[src/hdl/pmc_pkg.sv]
// Shared types and constants of the polygon centroid block.
// No dependencies; every other source file of the block but assert_macros.svh imports it.
package pmc_pkg;

    // Q8.8 coordinate width, fixed by the word format
    localparam int COORD_W = 16;
    // cross product x_a*y_b - x_b*y_a, exact
    localparam int CR_W    = 2 * COORD_W + 1;
    localparam int ST_W    = 2;

    // Result status codes
    localparam logic [ST_W-1:0] ST_OK   = 2'd0;
    localparam logic [ST_W-1:0] ST_FEW  = 2'd1;
    localparam logic [ST_W-1:0] ST_AREA = 2'd2;

    // Phases of one edge through the shared multiplier
    localparam logic [1:0] PH_CROSS_P = 2'd0;
    localparam logic [1:0] PH_CROSS_N = 2'd1;
    localparam logic [1:0] PH_MOM_X   = 2'd2;
    localparam logic [1:0] PH_MOM_Y   = 2'd3;

    typedef struct packed {
        logic       en;
        logic [1:0] phase;
        logic       clear;
    } t_mac_ctl;

endpackage

[src/hdl/pmc_stream_if.sv]
// Valid/ready channel interfaces for vertex words in and centroid words out.
// Depends on pmc_pkg for the coordinate and status widths.
interface pmc_vertex_if;
    import pmc_pkg::*;
    logic                      valid;
    logic                      ready;
    logic signed [COORD_W-1:0] vertex_x;
    logic signed [COORD_W-1:0] vertex_y;
    logic                      last_vertex;

    modport source (output valid, vertex_x, vertex_y, last_vertex, input ready);
    modport sink   (input valid, vertex_x, vertex_y, last_vertex, output ready);
endinterface

interface pmc_result_if;
    import pmc_pkg::*;
    logic                      valid;
    logic                      ready;
    logic signed [COORD_W-1:0] centroid_x;
    logic signed [COORD_W-1:0] centroid_y;
    logic [ST_W-1:0]           status;

    modport source (output valid, centroid_x, centroid_y, status, input ready);
    modport sink   (input valid, centroid_x, centroid_y, status, output ready);
endinterface

[src/hdl/polygon_mass_centroid.sv]
// Polygon centroid by the shoelace formula. The first vertex is only stored; each later
// vertex is accepted, then makes four passes of the shared multiplier; a closing vertex
// of three or more adds the closing passes, the area test, two divisions (one quotient
// bit per cycle) and the output load. A new vertex is taken only once the last is done;
// one polygon result per closing pass. Synchronous active-low reset clears the vertex
// count, the sums and the output valid; no clearing pass.
module polygon_mass_centroid #(
    parameter int MAX_VERTICES = 256
) (
    input  logic         i_clk,
    input  logic         i_rst_n,
    pmc_vertex_if.sink   i_vtx,
    pmc_result_if.source o_res
);
    import pmc_pkg::*;

    localparam int AREA_W   = 2 * COORD_W + $clog2(MAX_VERTICES) + 2;
    localparam int MOMENT_W = 3 * COORD_W + $clog2(MAX_VERTICES) + 4;

    localparam logic [2:0] S_IDLE  = 3'd0;
    localparam logic [2:0] S_EDGE  = 3'd1;
    localparam logic [2:0] S_CLOSE = 3'd2;
    localparam logic [2:0] S_TEST  = 3'd3;
    localparam logic [2:0] S_DIVX  = 3'd4;
    localparam logic [2:0] S_DIVY  = 3'd5;
    localparam logic [2:0] S_FIN   = 3'd6;

    localparam logic [1:0] SEEN_MAX = 2'd3;
    localparam logic [1:0] SEEN_TWO = 2'd2;

    logic [2:0]                r_state;
    logic [1:0]                r_phase;
    logic [1:0]                r_seen;
    logic                      r_last;
    logic signed [COORD_W-1:0] r_cur_x, r_cur_y;
    logic signed [COORD_W-1:0] r_first_x, r_first_y;
    logic signed [COORD_W-1:0] r_prev_x, r_prev_y;
    logic signed [COORD_W-1:0] r_cx, r_cy;
    logic [ST_W-1:0]           r_st;
    logic                      r_out_valid;
    logic signed [COORD_W-1:0] r_out_x, r_out_y;
    logic [ST_W-1:0]           r_out_st;

    logic [1:0]                w_seen_inc;
    logic                      w_fin_load;
    logic                      w_close;
    t_mac_ctl                  w_mac_ctl;
    logic signed [COORD_W-1:0] w_ax, w_ay, w_bx, w_by;
    logic signed [AREA_W-1:0]  w_area;
    logic signed [MOMENT_W-1:0] w_mom_x, w_mom_y;
    logic                      w_area_pos;
    logic                      w_div_start;
    logic                      w_div_done;
    logic signed [COORD_W-1:0] w_div_q;
    logic signed [MOMENT_W-1:0] w_div_num;

    // midpoint (a + b) / 2, rounded half away from zero
    function automatic logic [COORD_W-1:0] f_mid(input logic signed [COORD_W-1:0] a,
                                                 input logic signed [COORD_W-1:0] b);
        logic [COORD_W:0] s;
        logic [COORD_W:0] mag;
        logic [COORD_W:0] half;
        s    = {a[COORD_W-1], a} + {b[COORD_W-1], b};
        mag  = s[COORD_W] ? (~s + 1'b1) : s;
        half = (mag + 1'b1) >> 1;
        return s[COORD_W] ? COORD_W'(~half + 1'b1) : COORD_W'(half);
    endfunction

    assign w_seen_inc = (r_seen == SEEN_MAX) ? SEEN_MAX : r_seen + 2'd1;
    assign w_fin_load = (r_state == S_FIN) && (!r_out_valid || o_res.ready);
    assign w_close    = (r_state == S_CLOSE);

    // edge operands: previous to current, or current back to first on close
    assign w_ax = w_close ? r_cur_x   : r_prev_x;
    assign w_ay = w_close ? r_cur_y   : r_prev_y;
    assign w_bx = w_close ? r_first_x : r_cur_x;
    assign w_by = w_close ? r_first_y : r_cur_y;

    assign w_mac_ctl.en    = (r_state == S_EDGE) || w_close;
    assign w_mac_ctl.phase = r_phase;
    assign w_mac_ctl.clear = w_fin_load;

    pmc_edge_mac #(
        .AREA_W   (AREA_W),
        .MOMENT_W (MOMENT_W)
    ) u_mac (
        .i_clk   (i_clk),
        .i_rst_n (i_rst_n),
        .i_ctl   (w_mac_ctl),
        .i_ax    (w_ax),
        .i_ay    (w_ay),
        .i_bx    (w_bx),
        .i_by    (w_by),
        .o_area  (w_area),
        .o_mom_x (w_mom_x),
        .o_mom_y (w_mom_y)
    );

    assign w_area_pos  = !w_area[AREA_W-1] && (|w_area);
    assign w_div_start = ((r_state == S_TEST) && w_area_pos) ||
                         ((r_state == S_DIVX) && w_div_done);
    assign w_div_num   = (r_state == S_DIVX) ? w_mom_y : w_mom_x;

    pmc_div #(
        .AREA_W   (AREA_W),
        .MOMENT_W (MOMENT_W)
    ) u_div (
        .i_clk   (i_clk),
        .i_rst_n (i_rst_n),
        .i_start (w_div_start),
        .i_num   (w_div_num),
        .i_area  (w_area),
        .o_done  (w_div_done),
        .o_quot  (w_div_q)
    );

    // sequencer: accept a vertex, run its edges, close, divide, deliver
    always_ff @(posedge i_clk) begin
        if (!i_rst_n) begin
            r_state     <= S_IDLE;
            r_phase     <= PH_CROSS_P;
            r_seen      <= '0;
            r_out_valid <= 1'b0;
        end else begin
            if (o_res.ready && !w_fin_load) begin
                r_out_valid <= 1'b0;
            end
            unique case (r_state)
                S_IDLE: begin
                    if (i_vtx.valid) begin
                        r_cur_x <= i_vtx.vertex_x;
                        r_cur_y <= i_vtx.vertex_y;
                        r_last  <= i_vtx.last_vertex;
                        if (r_seen == '0) begin
                            r_first_x <= i_vtx.vertex_x;
                            r_first_y <= i_vtx.vertex_y;
                            r_prev_x  <= i_vtx.vertex_x;
                            r_prev_y  <= i_vtx.vertex_y;
                            r_seen    <= 2'd1;
                            if (i_vtx.last_vertex) begin
                                r_cx    <= '0;
                                r_cy    <= '0;
                                r_st    <= ST_FEW;
                                r_state <= S_FIN;
                            end
                        end else begin
                            r_phase <= PH_CROSS_P;
                            r_state <= S_EDGE;
                        end
                    end
                end
                S_EDGE: begin
                    r_phase <= r_phase + 2'd1;
                    if (r_phase == PH_MOM_Y) begin
                        r_prev_x <= r_cur_x;
                        r_prev_y <= r_cur_y;
                        r_seen   <= w_seen_inc;
                        if (!r_last) begin
                            r_state <= S_IDLE;
                        end else if (w_seen_inc == SEEN_TWO) begin
                            r_cx    <= f_mid(r_first_x, r_cur_x);
                            r_cy    <= f_mid(r_first_y, r_cur_y);
                            r_st    <= ST_OK;
                            r_state <= S_FIN;
                        end else begin
                            r_state <= S_CLOSE;
                        end
                    end
                end
                S_CLOSE: begin
                    r_phase <= r_phase + 2'd1;
                    if (r_phase == PH_MOM_Y) begin
                        r_state <= S_TEST;
                    end
                end
                S_TEST: begin
                    // clockwise or degenerate polygons report an error
                    if (w_area_pos) begin
                        r_state <= S_DIVX;
                    end else begin
                        r_cx    <= '0;
                        r_cy    <= '0;
                        r_st    <= ST_AREA;
                        r_state <= S_FIN;
                    end
                end
                S_DIVX: begin
                    if (w_div_done) begin
                        r_cx    <= w_div_q;
                        r_state <= S_DIVY;
                    end
                end
                S_DIVY: begin
                    if (w_div_done) begin
                        r_cy    <= w_div_q;
                        r_st    <= ST_OK;
                        r_state <= S_FIN;
                    end
                end
                S_FIN: begin
                    // hold until the output register is free, then clear for the next polygon
                    if (w_fin_load) begin
                        r_out_x     <= r_cx;
                        r_out_y     <= r_cy;
                        r_out_st    <= r_st;
                        r_out_valid <= 1'b1;
                        r_seen      <= '0;
                        r_state     <= S_IDLE;
                    end
                end
                default: r_state <= S_IDLE;
            endcase
        end
    end

    assign i_vtx.ready      = (r_state == S_IDLE);
    assign o_res.valid      = r_out_valid;
    assign o_res.centroid_x = r_out_x;
    assign o_res.centroid_y = r_out_y;
    assign o_res.status     = r_out_st;

endmodule

[src/hdl/pmc_edge_mac.sv]
// Shared multiplier with cross product register and area / moment accumulators.
// Depends on pmc_pkg; one edge takes four phases, one product per cycle while enabled.
module pmc_edge_mac #(
    parameter int AREA_W   = 42,
    parameter int MOMENT_W = 60
) (
    input  logic                              i_clk,
    input  logic                              i_rst_n,
    input  pmc_pkg::t_mac_ctl                 i_ctl,
    input  logic signed [pmc_pkg::COORD_W-1:0] i_ax,
    input  logic signed [pmc_pkg::COORD_W-1:0] i_ay,
    input  logic signed [pmc_pkg::COORD_W-1:0] i_bx,
    input  logic signed [pmc_pkg::COORD_W-1:0] i_by,
    output logic signed [AREA_W-1:0]          o_area,
    output logic signed [MOMENT_W-1:0]        o_mom_x,
    output logic signed [MOMENT_W-1:0]        o_mom_y
);
    import pmc_pkg::*;

    localparam int PROD_W = COORD_W + 1 + CR_W;

    logic signed [COORD_W:0]   w_sum_x;
    logic signed [COORD_W:0]   w_sum_y;
    logic signed [COORD_W:0]   w_op_a;
    logic signed [CR_W-1:0]    w_op_b;
    logic signed [PROD_W-1:0]  w_prod;
    logic signed [CR_W-1:0]    r_cr;
    logic signed [AREA_W-1:0]  r_area;
    logic signed [MOMENT_W-1:0] r_mom_x;
    logic signed [MOMENT_W-1:0] r_mom_y;

    // edge coordinate sums for the moment terms
    assign w_sum_x = {i_ax[COORD_W-1], i_ax} + {i_bx[COORD_W-1], i_bx};
    assign w_sum_y = {i_ay[COORD_W-1], i_ay} + {i_by[COORD_W-1], i_by};

    // select multiplier operands by phase
    always_comb begin
        unique case (i_ctl.phase)
            PH_CROSS_P: begin
                w_op_a = {i_ax[COORD_W-1], i_ax};
                w_op_b = {{(CR_W-COORD_W){i_by[COORD_W-1]}}, i_by};
            end
            PH_CROSS_N: begin
                w_op_a = {i_bx[COORD_W-1], i_bx};
                w_op_b = {{(CR_W-COORD_W){i_ay[COORD_W-1]}}, i_ay};
            end
            PH_MOM_X: begin
                w_op_a = w_sum_x;
                w_op_b = r_cr;
            end
            default: begin
                w_op_a = w_sum_y;
                w_op_b = r_cr;
            end
        endcase
    end

    assign w_prod = w_op_a * w_op_b;

    // accumulate one product per cycle while enabled; sums wrap at their widths
    always_ff @(posedge i_clk) begin
        if (!i_rst_n) begin
            r_area  <= '0;
            r_mom_x <= '0;
            r_mom_y <= '0;
        end else if (i_ctl.clear) begin
            r_area  <= '0;
            r_mom_x <= '0;
            r_mom_y <= '0;
        end else if (i_ctl.en) begin
            case (i_ctl.phase)
                PH_CROSS_P: r_cr <= w_prod[CR_W-1:0];
                PH_CROSS_N: r_cr <= r_cr - w_prod[CR_W-1:0];
                PH_MOM_X: begin
                    r_area  <= r_area + {{(AREA_W-CR_W){r_cr[CR_W-1]}}, r_cr};
                    r_mom_x <= r_mom_x + {{(MOMENT_W-PROD_W){w_prod[PROD_W-1]}}, w_prod};
                end
                default: begin
                    r_mom_y <= r_mom_y + {{(MOMENT_W-PROD_W){w_prod[PROD_W-1]}}, w_prod};
                end
            endcase
        end
    end

    assign o_area  = r_area;
    assign o_mom_x = r_mom_x;
    assign o_mom_y = r_mom_y;

endmodule

[src/hdl/pmc_div.sv]
// Restoring divider: round(moment / (3 * area)), ties away from zero, saturated.
// Depends on pmc_pkg; one compare/subtract unit, one quotient bit per cycle.
module pmc_div #(
    parameter int AREA_W   = 42,
    parameter int MOMENT_W = 60
) (
    input  logic                               i_clk,
    input  logic                               i_rst_n,
    input  logic                               i_start,
    input  logic signed [MOMENT_W-1:0]         i_num,
    input  logic [AREA_W-1:0]                  i_area,
    output logic                               o_done,
    output logic signed [pmc_pkg::COORD_W-1:0] o_quot
);
    import pmc_pkg::*;

    localparam int QW = COORD_W;
    localparam int DW = AREA_W + 2;
    localparam int RW = (MOMENT_W + 1 > DW + QW) ? MOMENT_W + 1 : DW + QW;
    localparam int CW = $clog2(QW);

    localparam logic [2:0] D_IDLE  = 3'd0;
    localparam logic [2:0] D_ADD   = 3'd1;
    localparam logic [2:0] D_CHECK = 3'd2;
    localparam logic [2:0] D_STEP  = 3'd3;
    localparam logic [2:0] D_SAT   = 3'd4;

    localparam logic [QW-1:0] Q_HALF = {1'b1, {(QW-1){1'b0}}};
    localparam logic [QW-1:0] Q_MAX  = {1'b0, {(QW-1){1'b1}}};

    logic [2:0]          r_state;
    logic [RW-1:0]       r_rem;
    logic [RW-1:0]       r_dsh;
    logic [DW-1:0]       r_d;
    logic [QW-1:0]       r_q;
    logic [CW-1:0]       r_cnt;
    logic                r_ovf;
    logic                r_neg;
    logic                r_done;
    logic signed [QW-1:0] r_quot;
    logic [MOMENT_W-1:0] w_mag;
    logic [RW:0]         w_diff;
    logic                w_borrow;

    assign w_mag    = i_num[MOMENT_W-1] ? (~i_num + 1'b1) : i_num;
    // shared compare/subtract unit
    assign w_diff   = {1'b0, r_rem} - {1'b0, r_dsh};
    assign w_borrow = w_diff[RW];

    always_ff @(posedge i_clk) begin
        if (!i_rst_n) begin
            r_state <= D_IDLE;
            r_done  <= 1'b0;
        end else begin
            // flag the quotient for one cycle after the clamp step
            r_done <= (r_state == D_SAT);
            unique case (r_state)
                D_IDLE: begin
                    // load 2*|n| and d = 3*area
                    if (i_start) begin
                        r_rem   <= RW'({w_mag, 1'b0});
                        r_d     <= DW'({i_area, 1'b0}) + DW'(i_area);
                        r_neg   <= i_num[MOMENT_W-1];
                        r_state <= D_ADD;
                    end
                end
                D_ADD: begin
                    // numerator 2*|n| + d, divisor 2*d aligned one bit above the top quotient bit
                    r_rem   <= r_rem + RW'(r_d);
                    r_dsh   <= RW'(r_d) << (QW + 1);
                    r_state <= D_CHECK;
                end
                D_CHECK: begin
                    // quotient past the coordinate range always saturates
                    r_ovf   <= !w_borrow;
                    r_dsh   <= r_dsh >> 1;
                    r_cnt   <= CW'(QW - 1);
                    r_state <= D_STEP;
                end
                D_STEP: begin
                    if (!w_borrow) begin
                        r_rem <= w_diff[RW-1:0];
                    end
                    r_q   <= {r_q[QW-2:0], !w_borrow};
                    r_dsh <= r_dsh >> 1;
                    r_cnt <= r_cnt - 1'b1;
                    if (r_cnt == '0) begin
                        r_state <= D_SAT;
                    end
                end
                D_SAT: begin
                    // apply sign and clamp to the signed coordinate range
                    if (r_neg) begin
                        r_quot <= (r_ovf || r_q > Q_HALF) ? Q_HALF : (~r_q + 1'b1);
                    end else begin
                        r_quot <= (r_ovf || r_q[QW-1]) ? Q_MAX : r_q;
                    end
                    r_state <= D_IDLE;
                end
                default: r_state <= D_IDLE;
            endcase
        end
    end

    assign o_done = r_done;
    assign o_quot = r_quot;

endmodule

[src/flat_wrapper.sv]
// flat-port wrapper written by rule: the top's interface ports become plain ports
module polygon_mass_centroid_flat import pmc_pkg::*;
#(
    parameter int MAX_VERTICES = 256
)
  (i_clk, i_rst_n, i_vtx_valid, i_vtx_vertex_x, i_vtx_vertex_y, i_vtx_last_vertex, i_vtx_ready, o_res_valid, o_res_centroid_x, o_res_centroid_y, o_res_status, o_res_ready);
  pmc_vertex_if i_vtx_i ();
  pmc_result_if o_res_i ();
  input  logic i_clk;
  input  logic i_rst_n;
  input wire logic [$bits(i_vtx_i.valid)-1:0] i_vtx_valid;
  input wire logic [$bits(i_vtx_i.vertex_x)-1:0] i_vtx_vertex_x;
  input wire logic [$bits(i_vtx_i.vertex_y)-1:0] i_vtx_vertex_y;
  input wire logic [$bits(i_vtx_i.last_vertex)-1:0] i_vtx_last_vertex;
  output wire logic [$bits(i_vtx_i.ready)-1:0] i_vtx_ready;
  output wire logic [$bits(o_res_i.valid)-1:0] o_res_valid;
  output wire logic [$bits(o_res_i.centroid_x)-1:0] o_res_centroid_x;
  output wire logic [$bits(o_res_i.centroid_y)-1:0] o_res_centroid_y;
  output wire logic [$bits(o_res_i.status)-1:0] o_res_status;
  input wire logic [$bits(o_res_i.ready)-1:0] o_res_ready;
  assign i_vtx_i.valid = i_vtx_valid;
  assign i_vtx_i.vertex_x = i_vtx_vertex_x;
  assign i_vtx_i.vertex_y = i_vtx_vertex_y;
  assign i_vtx_i.last_vertex = i_vtx_last_vertex;
  assign i_vtx_ready = i_vtx_i.ready;
  assign o_res_valid = o_res_i.valid;
  assign o_res_centroid_x = o_res_i.centroid_x;
  assign o_res_centroid_y = o_res_i.centroid_y;
  assign o_res_status = o_res_i.status;
  assign o_res_i.ready = o_res_ready;
  polygon_mass_centroid #(.MAX_VERTICES(MAX_VERTICES)) u_core (.i_clk(i_clk), .i_rst_n(i_rst_n), .i_vtx(i_vtx_i), .o_res(o_res_i));
endmodule
[config.mk]
export PLATFORM = sky130hd
export DESIGN_NAME = polygon_mass_centroid_flat
export DESIGN_NICKNAME = d
export VERILOG_FILES = /design/src/hdl/pmc_pkg.sv /design/src/hdl/pmc_stream_if.sv /design/src/hdl/polygon_mass_centroid.sv /design/src/hdl/pmc_edge_mac.sv /design/src/hdl/pmc_div.sv /design/src/flat_wrapper.sv
export SDC_FILE = /design/constraint.sdc
export NUM_CORES = 2
export LEC_CHECK = 0
export ABC_AREA = 1
export BUFFER_PORTS_ARGS = -buffer_cell sky130_fd_sc_hd__buf_2
export CORE_ASPECT_RATIO = 1.75
export CORE_MARGIN = 4
export CORE_UTILIZATION = 56
export DETAILED_ROUTE_END_ITERATION = 6
export GPL_TIMING_DRIVEN = 0
export PLACE_DENSITY = 0.69
export SYNTH_ARGS = -nofsm -noshare
export SYNTH_HDL_FRONTEND = slang
export SYNTH_SLANG_ARGS = --single-unit
[constraint.sdc]
create_clock -name i_clk -period 14.8 [get_ports i_clk]
set_clock_uncertainty 0.05 [all_clocks]
set_input_delay 0.74 -clock i_clk [delete_from_list [all_inputs] [get_ports i_clk]]
set_output_delay 0.74 -clock i_clk [all_outputs]
set_load 0.01 [all_outputs]
==> run_results.csv <==
group,metric,value,unit
worst_hold_path,hold_class,"primary input to flop",
placed_design,io_buffers,72,
setup_path,crit_type,"flop to flop",
placed_design,dpl.hpwl,224,mm
route,wl_per_cell,22.4,µm
cts,path_clk_slew,0.07,ns
route,dr_total_vias,68878,
sta,setup_viol_count_final,0,
floorplanning,dieArea,0.133,mm²
setup_path,crit_top_cell,"inv_1",
logic_synthesis,synth_cell_types,71,
finish,area_growth,7.13,%
cts,holdBufCountCts,0,
route,via_per_inst,5.83,
route,drtAntennaViolNets,0,
setup_path,r2r_end,"u_core.u_mac.o_mom_x[46]",
placed_design,gp_congestion,1.03,
logic_synthesis,ys.flop_type,"edfxtp_1",
placed_design,place_area,0.0741,mm²
route,drt_first_pass_iters,7,
outcome,status,"finished clean",
global_routing,grt_overflow_total,0,
sta,tightest_slew,1.33,ns
logic_synthesis,synth_fa_ha_area_share,25.2,%
logic_synthesis,synth.largest_area_cell,"edfxtp_1",
setup_path,ff2ff_setup_slack,0.66,ns
cts,clockBufferDepth,3,
setup_path,reg2reg_depth,60,
logic_synthesis,synth_compound_area_share,15.5,%
setup_path,r2r-start,"u_core.r_state[1]",
logic_synthesis,synth_edf_count,402,
setup_path,startpoint,"u_core.r_state[1]",
logic_synthesis,synthXorXnorAreaFrac,3.82,%
sta,hold_viol_final,0,
sta,fin_crit,14.14,ns
route,drt_wl_total,265,mm
floorplanning,floorplan.initialDensity,56.2,%
logic_synthesis,synth-simple-area-share,22.1,%
floorplanning,die_w,278,µm
finish,nFillCells,12176,
setup_path,worst_path_max_delay_cell,"fa_1",
logic_synthesis,synth_nets,11074,
setup_path,cpPeakStageDelay,0.61,ns
setup_path,crit_required,15.31,ns
logic_synthesis,syn_area,0.0713,mm²
setup_path,worstSetupEndpoint,"u_core.u_mac.o_mom_x[46]",
sta,slew_violations,0,
cts,htree_num_levels,2,
floorplanning,core,0.127,mm²
logic_synthesis,synthTopCellsByArea,"edfxtp_1, fa_1, nand2_1",
global_routing,antenna_found_initial,13,
sta,max_slew_margin,10.5,%
sta,max_freq,0.0707,GHz
finish,fin_nets,11234,
cts,cts_root_buf,"clkbuf_16",
cts,worst_skew_pair.late_latency,0.68,ns
cts,cts_made_buffers,59,
setup_path,arrival,14.66,ns
floorplanning,die_h,480,µm
logic_synthesis,synth_seq_cells,576,
route,drc_errors,0,
finish,fin_area,0.0764,mm²
global_routing,grt_max_degree,62,
sta,period_share,95.5,%
logic_synthesis,yosysTopAreaCellShare,16.9,%
logic_synthesis,synth_commonest_cells,"nand2_1, inv_1, nor2_1",
logic_synthesis,yosys_warnings,0,
logic_synthesis,synthMuxAreaShare,0,%
floorplanning,ios,73,
finish,drive_gt1_share,4.41,%
global_routing,grt_pass1_wl,396,mm
logic_synthesis,syn_inst,9928,
logic_synthesis,synth_top_family_by_area,"adder cells",
setup_path,cp-start-kind,"flop",
global_routing,grt_usage,38.7,%
cts,cts_tree,"built",
setup_path,crit_path_end_kind,"flop",
logic_synthesis,async_flop_share,0,%
logic_synthesis,synth_most_common_cell,"nand2_1",
logic_synthesis,avgSynthCellArea,7.18,µm²
finish,seqCellArea,0.0156,mm²
floorplanning,rows,173,
route,initialDrtViolationCount,5581,
sta,rsz0062_at_grt,"no",
job,drv_cap,0,
cts,cts.sinks,576,
logic_synthesis,yosysSeqAreaShare,21.8,%
finish,multi_input_area,0.0477,mm²
setup_path,crit_fanout,10,
global_routing,grt_pass1_vias,68929,
flip-flops by register name, indices dropped and copies added (netlist names), 33 cells and up:
register and flops:
u_core.u_div.r_d 44, u_core.u_div.r_dsh 61, u_core.u_div.r_rem 61, u_core.u_mac.o_area 42, u_core.u_mac.o_mom_x 60, u_core.u_mac.o_mom_y 60, u_core.u_mac.r_cr 33
per-layer routing:
layer	wire [µm]	GRT usage, %	share of wire (%)	vias up
met1	89900	40.1	34	32514
met4	29300	33.4	11	10
li1	-	-	-	32351
met5	62	0	0.023	-
met3	15700	5.36	5.9	1100
met2	130000	68.5	49	2903
logic make-up (layout without fill, tap and decap cells):
logic type	count (synthesis)	after routing
xor gates and xnor gates	305	305
adders and majority gates	1109	1109
other	0	7
and+or+nand+nor	3791	3791
DFF	576	576
AOI/OAI and AO/OA	1980	1980
buffers and inverters	2167	2376
metrics by stage:
stage          std cells  worst slack [ns]  util, %  hold WS [ns]  setup TNS [ns]
2_1_floorplan       9928              3.46        -         0.350               0
3_3_place_gp       11662             -1.48     58.1         0.351          -17.28
3_5_place_dp       11689             -1.00     58.4         0.355           -5.59
4_1_cts            11799            0.0575     60.1         0.180               0
5_1_grt            11800            0.0358     60.2         0.197               0
6_report           11806             0.659     60.2         0.214               0
how the worst min path moves through the flow:
| stage | startpoint | to | slack, ns | depth (start not counted) |
|---|---|---|---|---|
| global placement | u_core.r_cy[1] | u_core.o_res.centroid_y[1] | 0.35 | 0 |
| finish | i_vtx_vertex_y[11] | u_core.r_cur_y[11] | 0.21 | 1 |
| global route | i_vtx_vertex_x[2] | u_core.r_first_x[2] | 0.20 | 1 |
| CTS | i_vtx_vertex_y[11] | u_core.r_cur_y[11] | 0.18 | 1 |
| detailed placement | u_core.r_cx[0] | u_core.o_res.centroid_x[0] | 0.35 | 0 |
| floorplan | u_core.r_cx[0] | u_core.o_res.centroid_x[0] | 0.35 | 0 |
layout make-up:
class	count	area share (%)
clock inverter	40	0.690
clock buffer	70	2.07
antenna	7	0.0229
buffer	244	1.32
sequential	576	20.4
tap	1662	2.72
inverter	1923	9.45
timing repair buffer	99	0.871
multi-input combinational	7185	62.5
placed cells by master, fill, tap and decap left out, types with 13 or more instances in the layout:
cell,count
nor3_1,82
o21ai_1,50
xnor2_1,128
nor2_2,22
o211ai_1,74
edfxtp_1,402
o31ai_1,20
fa_1,548
clkbuf_16,60
a31oi_1,115
a21boi_0,19
ha_1,561
buf_2,94
clkbuf_2,13
nand2_2,29
a21o_1,25
o22ai_1,24
o221ai_1,37
nor4_1,32
o21bai_1,25
nor2_1,1061
dfxtp_1,174
xor2_1,161
clkbuf_1,189
and3_1,21
nand4_1,62
inv_1,1898
nand2_1,1976
nand3b_1,22
buf_6,21
a21oi_1,793
buf_1,18
or2_2,53
nand3_2,14
nand3_1,367
clkinv_1,22
o21a_1,57
o21ai_0,661
critical path, delay by kind of cell (launching register included):
kind	cells	cell delay, ns
adders and majority gates	9	4.34
AOI/OAI and AO/OA	17	4.20
and+or+nand+nor	16	2.29
buffers and inverters	16	2.10
xor gates and xnor gates	2	0.55
DFF	1	0.47
what timing repair did:
item | in CTS | in global routing
endpoints found under the setup margin | 20 | 41
pin swaps | 0 | 1
buffers inserted | 0 | 0
gates resized for setup | 10 | 48
Power is not shown: default switching activity piles up to over one toggle a cycle in this logic, so the estimate is an artifact.
